## src/hdl/lsp_pkg.sv

```systemverilog
// Shared types and constants for the looped sample player.
// No dependencies.
`timescale 1ns / 1ps
package lsp_pkg;
  localparam int STORE_AW = 16;
  localparam int STORE_DEPTH = 1 << STORE_AW;
  localparam int MAX_CHANNELS = 8;
  localparam logic [39:0] POS_MAX = {40{1'b1}};

  typedef enum logic [1:0] {
    FUNC_LOAD  = 2'd0,
    FUNC_PLAY  = 2'd1,
    FUNC_CLEAR = 2'd2,
    FUNC_NONE  = 2'd3
  } func_t;

  localparam logic [2:0] REG_BPS = 3'd0;
  localparam logic [2:0] REG_NCH = 3'd1;
  localparam logic [2:0] REG_LSTART = 3'd2;
  localparam logic [2:0] REG_LEND = 3'd3;
  localparam logic [2:0] REG_RATE = 3'd4;
  localparam logic [2:0] REG_FREQ = 3'd5;
endpackage

```

## src/hdl/lsp_mul.sv

```systemverilog
// Bit-serial shift-add multiplier, one multiplier bit per cycle.
// Depends on lsp_pkg.
`timescale 1ns / 1ps
module lsp_mul import lsp_pkg::*; (
  input  logic        clk,
  input  logic        rst,
  input  logic        start,
  input  logic [31:0] a,
  input  logic [23:0] b,
  output logic [55:0] prod,
  output logic        done
);
  logic [55:0] acc;
  logic [55:0] mcand;
  logic [23:0] mplier;
  logic [4:0]  cnt;
  logic        busy;

  assign prod = acc;

  always_ff @(posedge clk) begin
    if (rst) begin
      busy <= 1'b0;
      done <= 1'b0;
      cnt  <= '0;
    end else begin
      done <= 1'b0;
      if (start) begin
        busy   <= 1'b1;
        acc    <= '0;
        mcand  <= {24'd0, a};
        mplier <= b;
        cnt    <= 5'd0;
      end else if (busy) begin
        if (mplier[0]) acc <= acc + mcand;
        mcand  <= {mcand[54:0], 1'b0};
        mplier <= {1'b0, mplier[23:1]};
        cnt    <= cnt + 5'd1;
        if (cnt == 5'd23) begin
          busy <= 1'b0;
          done <= 1'b1;
        end
      end
    end
  end
endmodule

```

## config.mk

```make
export PLATFORM = sky130hd
export DESIGN_NAME = lsp_mul
export DESIGN_NICKNAME = d
export VERILOG_FILES = /design/src/hdl/lsp_pkg.sv /design/src/hdl/lsp_mul.sv
export SDC_FILE = /design/constraint.sdc
export NUM_CORES = 1
export LEC_CHECK = 0
export ABC_AREA = 1
export BUFFER_PORTS_ARGS = -buffer_cell sky130_fd_sc_hd__buf_2
export CAP_MARGIN = 25
export CORE_MARGIN = 1
export CORE_UTILIZATION = 35
export CTS_CLUSTER_DIAMETER = 200
export DETAILED_ROUTE_END_ITERATION = 12
export GPL_TIMING_DRIVEN = 0
export HOLD_SLACK_MARGIN = 0.12
export SLEW_MARGIN = 20
export SYNTH_ARGS = -nofsm -noshare
export SYNTH_HDL_FRONTEND = slang
export SYNTH_SLANG_ARGS = --single-unit
```

## constraint.sdc

```tcl
create_clock -name clk -period 11.7 [get_ports clk]
set_input_delay 2.34 -clock clk [delete_from_list [all_inputs] [get_ports clk]]
set_output_delay 2.34 -clock clk [all_outputs]
set_load 0.005 [all_outputs]
```

# == Word level (Yosys, flattened, before mapping) ==
# Cells that the tools add are included.
# word_totals
ff_bits,143
out_inout_bits,57
wordCells,28
in_bits,59
# classes
add_sub_neg,2
reduce_logical,6
n_mux,10
eq_ne,1
bitwise,2
# ops
op,n
56-bit 2-to-1 mux,3
56-bit adder,1
24-bit 2-to-1 mux,2
32-bit 2-to-1 mux,1
"5-bit by 1-bit adder with 5-bit output, second input constant",1
"5-bit == test, second input constant",1
1-bit 2-to-1 mux,4
2-bit nonzero test,2
3-bit AND reduction,1
3-bit OR reduction,1
1-bit NOT,2
2-bit AND reduction,1
2-bit OR reduction,1

# == Logic depth before layout (Yosys ltp) ==
# depth
ltp_word,4
depth_mapped,14
mapped_depth_nobuf,14

# == Worst setup path after synthesis ==
# No wires, ideal clock.
# synth_path
path_type,input -> register
startpoint,input port start
endpoint,"register acc[0], in the netlist prod[0], enable pin"
cell_stages,5
path_buffers,1
required_time_ns,11.230
setup_ns,0.470
arrival_ns,9.385
path_slack_ns,1.845
cell_sequence,buf_2 -> clkinv_1 -> a21oi_1 -> inv_1 -> nor2_1
# synth_between
elab_chain_cells,2
elab_cells_between_ends,3
cone_classes,reduce/logical: 3
# synth_rtl
element,line_no,rtl
from (decl),lsp_mul.sv:7,"input logic start,"
2-bit nonzero test (no line),-,
3-bit AND reduction (no line) *,-,
to (signal assigned),lsp_mul.sv:35,if (mplier[0]) acc <= acc + mcand;
to (decl),lsp_mul.sv:13,logic [55:0] acc;
# Mark *: on every way between the ends. The rest lies on a longest branch, timed or not.
# A chain may end at the register's enable or synchronous reset.

# == Worst setup path after layout ==
# layout_path
startpoint,input port start
endpoint,"register acc[34], in the netlist prod[34], enable pin"
# Same word-level chain as after synthesis.

==> out/metrics.cfg <==
[detailed_routing]
routed_wl_mm = 29.1
met3_length_mm = 1.67
wl_met1_mm = 13.9
drc = 0
wl_met2_mm = 12.8
ant_nets = 0
highest_layer = met4
num_vias = 9445
drtPass1Iterations = 6
drtIter0Drc = 614
wl_per_cell_um = 14.0
via_per_inst = 4.54

[sta]
skew_ns = 0.0111
slew_headroom_pct = 30.6
max_freq_mhz = 211
slew_violations = 0
rsz0062_at_grt = no
final-hold-violation-count = 0
finalSetupViolCount = 0
period_share_pct = 40.6
fin_crit_ns = 4.75
whs_ns = 0.508
worst_pin_slew_ns = 1.04

[floorplan]
die_w_um = 175
fp.dieH_um = 175
core_area_um2 = 29000
die_area_um2 = 30500
fp-row-count = 62
io_pins = 116
start_util_pct = 36.0

[pwr]
seqPwrFrac_pct = 39.3
leakage_nw = 6.37
clockPowerShare_pct = 36.1
vdd_drop_max_uv = 103
switching_share_pct = 33.5
pwr-share-comb_pct = 24.6
p_switching_mw = 0.534
p_int_mw = 1.06
powerDensity_nw_per_um2 = 130

[synth]
synth_nets = 1662
ys_async_sr_fraction_pct = 0
ys_warn_count = 0
synthCells = 1546
syn_avg_cell_area_um2 = 6.75
synth_ff_type = edfxtp_1
synth-seq-cells = 143
yosysUniqueCellTypes = 38
seq_area_frac_synth_pct = 40.5
synth_edf_count = 136
netlist_area_um2 = 10400

[cells_and_area]
layout_commonest_cell = nand2_1
final_cell_mix = 646 x nand2_1, 280 x inv_1, 166 x nor2_1
design_area_um2 = 12300
post-route-util_pct = 42.3
layout.nets = 1800
num_antenna_cells = 0
layout-drive-gt1-share_pct = 12.8
areaGrowthSynthToFinish_pct = 17.5

[clock_tree]
ctsResizeCount = 0
cts_tree = built
cts_max_level = 4
clockBufferDepth = 2
root_buffer = clkbuf_16
clk_pin_slew_worst_paths_ns = 0.07
cts.sinks = 143
clock_latency_ns = 0.44
numCtsBuffers = 17
cts_hold_buf = 0
cts_setup_buffers = 0

[grt]
grt_pass1_wl_mm = 46.8
gr-usage-all-layers_pct = 19.8
grt_pass1_vias = 9267
antenna_found_initial = 0
grt_max_degree = 23
grt_overflow = 0

[outcome]
status = finished clean

[placement]
dp_hpwl_mm = 24.0
placed_cell_area_um2 = 11600
place_congestion = 0.968
portBuffers = 114

[worst_setup_path]
end_kind = flip-flop
rr_endpoint = prod[34]
reg2reg_slack_ns = 9.04
rr_startpoint = busy
worstPathArrival_ns = 4.89
cp.required_ns = 11.84
cp_max_fo = 22
critPathKind = input pin to flip-flop
ff2ff_path_depth = 6
start_kind = input pin

[run]
maxCapViolCount = 0

[hold_path]
holdPathStages = 2
hold_path_end = cnt[0]
hp-start = cnt[0]
hp-class = flip-flop to flip-flop

==> Yosys cell counts (3+ instances only) <==
cell type	count	area share (%)
nand2_1	646	23
inv_1	280	10
nor2_1	167	6.0
edfxtp_1	136	39
a21oi_1	79	3.8
ha_1	56	6.7
nand3_1	35	1.7
nor2_2	25	1.5
o21ai_0	25	1.2
clkbuf_1	17	0.61
inv_2	17	0.61
dfxtp_1	7	1.3
nor3_1	7	0.34
nand3_2	5	0.48
clkinv_1	4	0.14
nand2_2	4	0.24
o21a_1	4	0.29
buf_2	3	0.14
nand4_1	3	0.18
nor2_4	3	0.32
nor3_2	3	0.29
==> critical path, stage by stage <==
cell and delay [ns]:
buf_2 0.21, clkinv_1 0.39, a21oi_4 0.74, buf_16 0.25, inv_1 0.10, nor2_4 0.56
buf_16 0.25
==> power groups by stage <==
stage | combinational [mW] | sequential [mW] | clock [mW]
final | 0.392 | 0.627 | 0.575
after global routing | 0.445 | 0.631 | 0.604
after CTS | 0.393 | 0.627 | 0.589
after detailed placement | 0.391 | 0.638 | 0
after global placement | 0.379 | 0.643 | 0
after floorplan | 0.260 | 0.638 | 0
==> per-stage QoR <==
stage | cells | TNS (ns) | power (mW) | worst slack, ns
3_5_place_dp | 2049 | 0 | 1.03 | 6.43
6_report | 2081 | 0 | 1.59 | 6.95
2_1_floorplan | 1546 | 0 | 0.897 | 1.85
5_1_grt | 2081 | 0 | 1.68 | 6.76
4_1_cts | 2081 | 0 | 1.61 | 6.89
3_3_place_gp | 2044 | -127.90 | 1.02 | -2.29
==> layer usage <==
layer  track usage [%]  vias to the layer above
li1                  -                     5012
met1              26.2                     4181
met2              31.6                      210
met3              4.46                       42
met4              7.07                        0
met5                 0                        -
==> cell families (layout without fill, tap and decap cells) <==
logic type,count (synthesis),in the layout,share of synthesized area (%)
buf+inv,323,474,11.7
xor+xnor,1,1,0.0839
compound gates,117,117,6.04
flops,143,143,40.5
simple gates,905,905,34.8
fa+ha+maj,57,57,6.91
==> registers in the layout, indices dropped and copies added (netlist names) <==
register / flops
mcand: 56
busy: 1
prod: 56
cnt: 5
done: 1
mplier: 24
==> how the worst max path moves through the flow <==
| stage | from | end | slack, ns | cells after the start |
|---|---|---|---|---|
| 2_1_floorplan | start | prod[0] | 1.85 | 5 |
| 3_3_place_gp | start | prod[20] | -2.29 | 5 |
| 3_5_place_dp | start | prod[32] | 6.43 | 7 |
| 4_1_cts | start | prod[32] | 6.89 | 7 |
| 5_1_grt | start | prod[35] | 6.76 | 7 |
| 6_report | start | prod[34] | 6.95 | 7 |
==> final cells by class <==
type / instances / area (µm²)
plain buffers: 22 / 86.3
clock inverters: 15 / 193
repair buffers: 119 / 708
flip-flops and latches: 143 / 4220
multi-input cells: 1080 / 5010
fillers: 3103 / 16800
well taps: 384 / 480
inverters: 301 / 1130
clock buffers: 17 / 425
(Power assumes the default switching activity.)
