### config.mk
export PLATFORM = sky130hd
export DESIGN_NAME = lsp_div
export DESIGN_NICKNAME = d
export VERILOG_FILES = /design/src/hdl/lsp_pkg.sv /design/src/hdl/lsp_div.sv
export SDC_FILE = /design/constraint.sdc
export NUM_CORES = 1
export LEC_CHECK = 0
export BUFFER_PORTS_ARGS = -buffer_cell sky130_fd_sc_hd__buf_2
export CAP_MARGIN = 10
export CORE_MARGIN = 2
export CORE_UTILIZATION = 51
export DETAILED_ROUTE_END_ITERATION = 16
export PLACE_DENSITY = 0.8
export SYNTH_ARGS = -nofsm -noshare
export SYNTH_HDL_FRONTEND = slang
export SYNTH_SLANG_ARGS = --single-unit
### constraint.sdc
create_clock -name clk -period 23.3 [get_ports clk]
set_input_delay 0 -clock clk [delete_from_list [all_inputs] [get_ports clk]]
set_output_delay 0 -clock clk [all_outputs]
set_load 0.005 [all_outputs]
### src/hdl/lsp_pkg.sv
// Shared types and constants for the looped sample player.
// No dependencies.
`timescale 1ns / 1ps
package lsp_pkg;
  localparam int STORE_AW = 16;
  localparam int STORE_DEPTH = 1 << STORE_AW;
  localparam int MAX_CHANNELS = 8;
  localparam logic [39:0] POS_MAX = {40{1'b1}};

  typedef enum logic [1:0] {
    FUNC_LOAD  = 2'd0,
    FUNC_PLAY  = 2'd1,
    FUNC_CLEAR = 2'd2,
    FUNC_NONE  = 2'd3
  } func_t;

  localparam logic [2:0] REG_BPS = 3'd0;
  localparam logic [2:0] REG_NCH = 3'd1;
  localparam logic [2:0] REG_LSTART = 3'd2;
  localparam logic [2:0] REG_LEND = 3'd3;
  localparam logic [2:0] REG_RATE = 3'd4;
  localparam logic [2:0] REG_FREQ = 3'd5;
endpackage

### src/hdl/lsp_div.sv
// Restoring bit-serial divider, one quotient bit per cycle.
// Computes floor(num*2^32/den) saturated to 40 bits. Depends on lsp_pkg.
`timescale 1ns / 1ps
module lsp_div import lsp_pkg::*; (
  input  logic        clk,
  input  logic        rst,
  input  logic        start,
  input  logic [49:0] num,
  input  logic [55:0] den,
  output logic [39:0] quo,
  output logic        done
);
  // num < 2^50 so quotient < 2^82; iterate 82 bits, saturate if upper set.
  localparam int QW = 82;
  logic [QW-1:0] dvd;
  logic [56:0]   rem;
  logic [39:0]   qlo;
  logic          ovf;
  logic [6:0]    cnt;
  logic          busy;
  logic [56:0]   trial;

  assign trial = {rem[55:0], dvd[QW-1]};
  assign quo = (ovf || den == '0) ? POS_MAX : qlo;

  always_ff @(posedge clk) begin
    if (rst) begin
      busy <= 1'b0;
      done <= 1'b0;
      cnt  <= '0;
    end else begin
      done <= 1'b0;
      if (start) begin
        busy <= 1'b1;
        dvd  <= {num, 32'd0};
        rem  <= '0;
        qlo  <= '0;
        ovf  <= 1'b0;
        cnt  <= '0;
      end else if (busy) begin
        dvd <= {dvd[QW-2:0], 1'b0};
        if (trial >= {1'b0, den}) begin
          rem <= trial - {1'b0, den};
          if (cnt < 7'd42) ovf <= 1'b1;
          qlo <= {qlo[38:0], 1'b1};
        end else begin
          rem <= trial;
          qlo <= {qlo[38:0], 1'b0};
        end
        cnt <= cnt + 7'd1;
        if (cnt == 7'(QW - 1)) begin
          busy <= 1'b0;
          done <= 1'b1;
        end
      end
    end
  end
endmodule

Yosys cells after proc, flatten, opt, wreduce, memory -nomap -nowiden
Cells that the tools add are included.
Widths: inputs -> output; s select.
Word-level totals
  register bits after elaboration: 187
  output and inout bits: 41
  input bits: 109
  logic and storage cells: 38
Cells by class
  reduce and logical (&&, ||, !) cells: 9
  equality and inequality tests: 1
  bitwise logic cells: 2
  mux-type cells: 14
  add/subtract/negate cells: 2
  $lt $le $gt $ge: 2
Operators by type and width (number)
  $mux 82: 2
  $mux 56: 2
  $mux 40: 2
  $ge 57x56->1: 1
  $logic_not 56->1: 1
  $sub 56x56->56: 1
  $mux 1: 8
  $add 7x1->7 const B: 1
  $eq 7x7->1 const B: 1
  $lt 7x6->1 const B: 1
  $reduce_bool 2->1: 3
  $reduce_and 4->1: 1
  $reduce_or 3->1: 1
  $not 1->1: 2
  $reduce_and 2->1: 1
  $reduce_or 2->1: 1
  $logic_or 1x1->1: 1

Depth between registers and ports, before layout
  depth after elaboration: 4
  depth in mapped cells: 16
  mapped depth without buffers: 14

Worst setup path after synthesis
OpenSTA, ideal clock, no wires.
  path type: input -> register
  start point: in start
  end point: reg dvd[32], enable pin
  library setup time: 0.653 ns
  stages: 4
  data arrival time: 6.735 ns
  setup slack: 15.911 ns
  cell sequence: clkbuf_1 -> clkbuf_1 -> nor2_1 -> nor2_1
Between the ends
  word-level cells in the longest chain between the ends: 2
RTL lines
  start, declared: line lsp_div.sv:7  | input logic start,
  $reduce_bool 2->1 (no line)
  $reduce_and 2->1 (no line)
  end signal, assigned: line lsp_div.sv:35  | dvd <= {num, 32'd0};
  end signal, assigned: line lsp_div.sv:41  | dvd <= {dvd[QW-2:0], 1'b0};
  end, declared: line lsp_div.sv:15  | logic [QW-1:0] dvd;
Every way passes these cells.
A chain may end at the register's enable or synchronous reset.

Worst setup path after layout
  start point: reg rem[6]
  end point: reg rem[55], data pin
Between the ends
  word-level cells in the longest chain between the ends: 3
  elaborated cells between the ends (all ways): 4
  those cells by class: add/sub: 1; order compare: 1; mux: 2
RTL lines
  start, declared: line lsp_div.sv:16  | logic [56:0] rem;
  start signal, assigned: line lsp_div.sv:43  | rem <= trial - {1'b0, den};
  start signal, assigned: line lsp_div.sv:47  | rem <= trial;
  $sub 56x56->56 or $ge 57x56->1 (tied branches): line lsp_div.sv:43, lsp_div.sv:42
  $mux 56 *: line lsp_div.sv:42  | if (trial >= {1'b0, den}) begin
  $mux 56 *: line lsp_div.sv:40  | end else if (busy) begin
Mark *: on every way between the ends. The rest lies on a longest branch, timed or not. The select of a mux whose other input is x is not followed.

==> results.sh <==
export IMPL_die_area_sq_um=21500
export IMPL_multi_input_comb_area_sq_um=5300
export IMPL_first_global_vias=8160
export IMPL_postSynth_topFlopCell="sky130_fd_sc_hd__edfxtp_1"
export IMPL_hold_path_class="input port to flop"
export IMPL_path_max_fanout=78
export IMPL_groute_usage_overall_pct=23.8
export IMPL_syn_area_sq_um=10400
export IMPL_mappedNetlistNets=1195
export IMPL_dpl_hpwl_mm=17.5
export IMPL_num_rows=52
export IMPL_clock_tree_from_tritoncts="built"
export IMPL_fin_total_pwr_mw=0.858
export IMPL_critPathRequiredTime_ns=23.59
export IMPL_vias=8355
export IMPL_cts_hold_buf=51
export IMPL_rr_worst_depth=12
export IMPL_fin_skew_ns=0.0117
export IMPL_vdd_drop_max_v=0.0000516
export IMPL_detail_route_wirelength_mm=25.4
export IMPL_timing_setup_critical_path_class="flop to flop"
export IMPL_grt_overflow_total=0
export IMPL_maxCapViolations=0
export IMPL_hold_path_endpoint="rem[1]"
export IMPL_cts_num_sinks=156
export IMPL_cts_made_buffers=17
export IMPL_fp_coreArea_sq_um=20100
export IMPL_post_synth_num_cell_types=61
export IMPL_largest_net_degree_at_the_start_of_global_routing=90
export IMPL_period_share_pct=18.1
export IMPL_post_cts_repair_resize_count=0
export IMPL_synth_edff_count=147
export IMPL_area_growth_syn_to_layout_pct=19.4
export IMPL_clock_slew_at_reported_path_ffs_ns=0.07
export IMPL_htree_levels=4
export IMPL_timing_max_slew_rel_slack_pct=24.6
export IMPL_grt_antenna_before_repair=3
export IMPL_io_buffer_count=149
export IMPL_synth_async_reset_ratio_pct=0
export IMPL_setup_viol=0
export IMPL_timing_rr_start="rem[6]"
export IMPL_hold_path_depth=3
export IMPL_regArea_sq_um=4590
export IMPL_worst_pin_slew_ns=1.13
export IMPL_cp_start_kind="flop"
export IMPL_cts_setup_buffers=0
export IMPL_yosysWarningCount=0
export IMPL_regToRegSetupSlack_ns=19.09
export IMPL_final_area_sq_um=12400
export IMPL_num_fill_cells=1638
export IMPL_cp_arrival_ns=4.50
export IMPL_gp_congestion=0.954
export IMPL_place_area_sq_um=11300
export IMPL_slew_viol_final=0
export IMPL_cp_endpoint_kind="flop"
export IMPL_cell_area_power_density_nw_per_um2=69.4
export IMPL_fin_util_pct=61.5
export IMPL_clock_path_buffers=2
export IMPL_fmax_ghz=0.237
export IMPL_clock_latency_ns=0.42
export IMPL_routed_wire_length_per_instance_um=17.2
export IMPL_worstHoldStart="den[1]"
export IMPL_yosysSeqAreaShare_pct=44.4
export IMPL_drc=0
export IMPL_final_hold_violation_count=0
export IMPL_final_hold_worst_slack_ns=0.134
export IMPL_leakage_dissipation_nw=5.20
export IMPL_layout_nets=1366
export IMPL_synthesis_instances=1027
export IMPL_floorplan_die_width_um=146
export IMPL_r2r_end="rem[55]"
export IMPL_clk_root_buffer_cell="sky130_fd_sc_hd__clkbuf_16"
export IMPL_layout_drive_gt1_share_pct=23.8
export IMPL_grt_first_pass_wirelength_mm=41.0
export IMPL_num_io_pins=150
export IMPL_grt_setup_unrepaired="no"
export IMPL_finalWorstPathRequiredPeriod_ns=4.21
export IMPL_start_util_pct=51.5
export IMPL_antenna_violating_nets_post_route=0
export IMPL_synth_seq_cells=156
export IMPL_syn_area_per_cell_sq_um=10.1
export IMPL_first_iteration_detailed_routing_drc_count=465
export IMPL_status="finished clean"
export IMPL_detail_route_first_pass_iterations=5
export IMPL_die_y_um=146
export IMPL_setup_total_negative_slack_ns=0
export IMPL_routed_via_density=5.64
flip-flops by register name (all words and copies together) (netlist names):
name,flops
busy,1
cnt,7
done,1
dvd,50
ovf,1
qlo,40
rem,56
logic make-up after synthesis:
| kind of cell | count (synthesis) | share of synthesized area (%) |
|---|---|---|
| DFF | 156 | 44.4 |
| buffers and inverters | 124 | 4.69 |
| AOI/OAI and AO/OA | 210 | 13.4 |
| muxes | 82 | 8.52 |
| and+or+nand+nor | 341 | 17.1 |
| adders and majority gates | 59 | 7.20 |
| xor gates and xnor gates | 55 | 4.65 |
synth_stat cells, drive strengths merged, types with 2 or more instances:
cell / n / area share [%]
o211ai: 5 / 0.46
o21a: 8 / 0.58
and2: 3 / 0.18
inv: 72 / 2.6
nand4: 26 / 1.6
dfxtp: 9 / 1.7
edfxtp: 147 / 43
buf: 15 / 0.74
a31oi: 10 / 0.73
xnor2: 34 / 2.9
and3: 5 / 0.30
xor2: 21 / 1.8
a311o: 2 / 0.19
nand2b: 8 / 0.48
a21oi: 62 / 3.0
a221oi: 2 / 0.17
nor2: 88 / 3.2
a22o: 2 / 0.17
nor3: 13 / 0.63
nand4b: 2 / 0.17
o21bai: 8 / 0.58
or3: 3 / 0.18
a211oi: 20 / 1.5
mux2i: 33 / 3.2
o41ai: 3 / 0.33
nand3: 11 / 0.53
a21boi: 5 / 0.36
nor3b: 4 / 0.29
clkbuf: 37 / 1.3
o2111ai: 2 / 0.17
nor2b: 54 / 3.3
o31a: 3 / 0.25
nand2: 55 / 2.0
nor4: 18 / 1.1
o21ai: 36 / 1.7
ha: 58 / 7.0
and4: 3 / 0.25
a211o: 2 / 0.17
mux2: 49 / 5.3
a21o: 31 / 2.2
or2: 44 / 2.7
critical path: stages (launching register included):
cell	delay (ns)
sky130_fd_sc_hd__edfxtp_1	0.41
sky130_fd_sc_hd__ha_1	0.45
sky130_fd_sc_hd__and4_1	0.25
sky130_fd_sc_hd__nand2_1	0.07
sky130_fd_sc_hd__o211ai_2	0.07
sky130_fd_sc_hd__a31oi_1	0.10
sky130_fd_sc_hd__o211ai_2	0.33
sky130_fd_sc_hd__a41oi_2	0.24
sky130_fd_sc_hd__o41ai_2	0.41
sky130_fd_sc_hd__a21o_4	0.79
sky130_fd_sc_hd__and2_1	0.38
sky130_fd_sc_hd__or4b_1	0.46
sky130_fd_sc_hd__nand3_1	0.09
power by group:
part           internal, mW  switching, mW
clock                 0.151          0.128
combinational         0.102          0.130
sequential            0.336         0.0106
cell type report:
cell class,instances,share of cell area [%]
inverter,72,2.19
tap,270,2.73
antenna,1,0.0202
clock buffer,17,3.44
clock inverter,14,1.19
multi-input combinational,747,42.8
sequential,156,37.2
timing repair buffer,204,10.4
metal layers:
layer / track usage (%) / vias up / wire [um]
met1: 31.9 / 3951 / 11100
met5: 0 / - / 24
met3: 5.81 / 41 / 1890
li1: - / 4067 / -
met4: 6.12 / 4 / 469
met2: 39.1 / 292 / 11900
how the worst max path moves through the flow:
| stage | endpoint | slack [ns] | from | depth (start not counted) |
|---|---|---|---|---|
| final | rem[55] | 19.09 | rem[6] | 12 |
| after global routing | rem[55] | 18.86 | rem[6] | 12 |
| after CTS | rem[55] | 19.07 | rem[6] | 12 |
| after detailed placement | rem[55] | 19.10 | rem[6] | 12 |
| after global placement | rem[55] | 19.22 | rem[6] | 12 |
| after floorplan | dvd[32] | 15.91 | start | 4 |
stage by stage:
stage               worst slack, ns  instances
global placement              19.22       1398
floorplan                     15.91       1027
global route                  18.86       1480
CTS                           19.07       1480
finish                        19.09       1481
detailed placement            19.10       1398
layout by cell type, fill, tap and decap left out, drive strengths merged, types with 3 or more instances in the layout:
master / count
nor2b: 54
a211oi: 20
nand2b: 8
or3: 3
clkinv: 3
mux2: 49
nor3: 13
edfxtp: 147
mux2i: 33
a21o: 31
nor3b: 4
nand2: 55
clkbuf: 17
a31oi: 10
o31a: 3
dlygate4sd3: 51
nor2: 88
o21bai: 8
o41ai: 3
and3: 5
o21ai: 36
and2: 3
or2: 44
dfxtp: 9
o21a: 8
a21boi: 5
o211ai: 5
nand3: 11
xor2: 21
a21oi: 62
xnor2: 34
nand4: 26
ha: 58
nor4: 18
and4: 3
inv: 81
buf: 153
No activity file was read; power rests on OpenSTA's default activity.
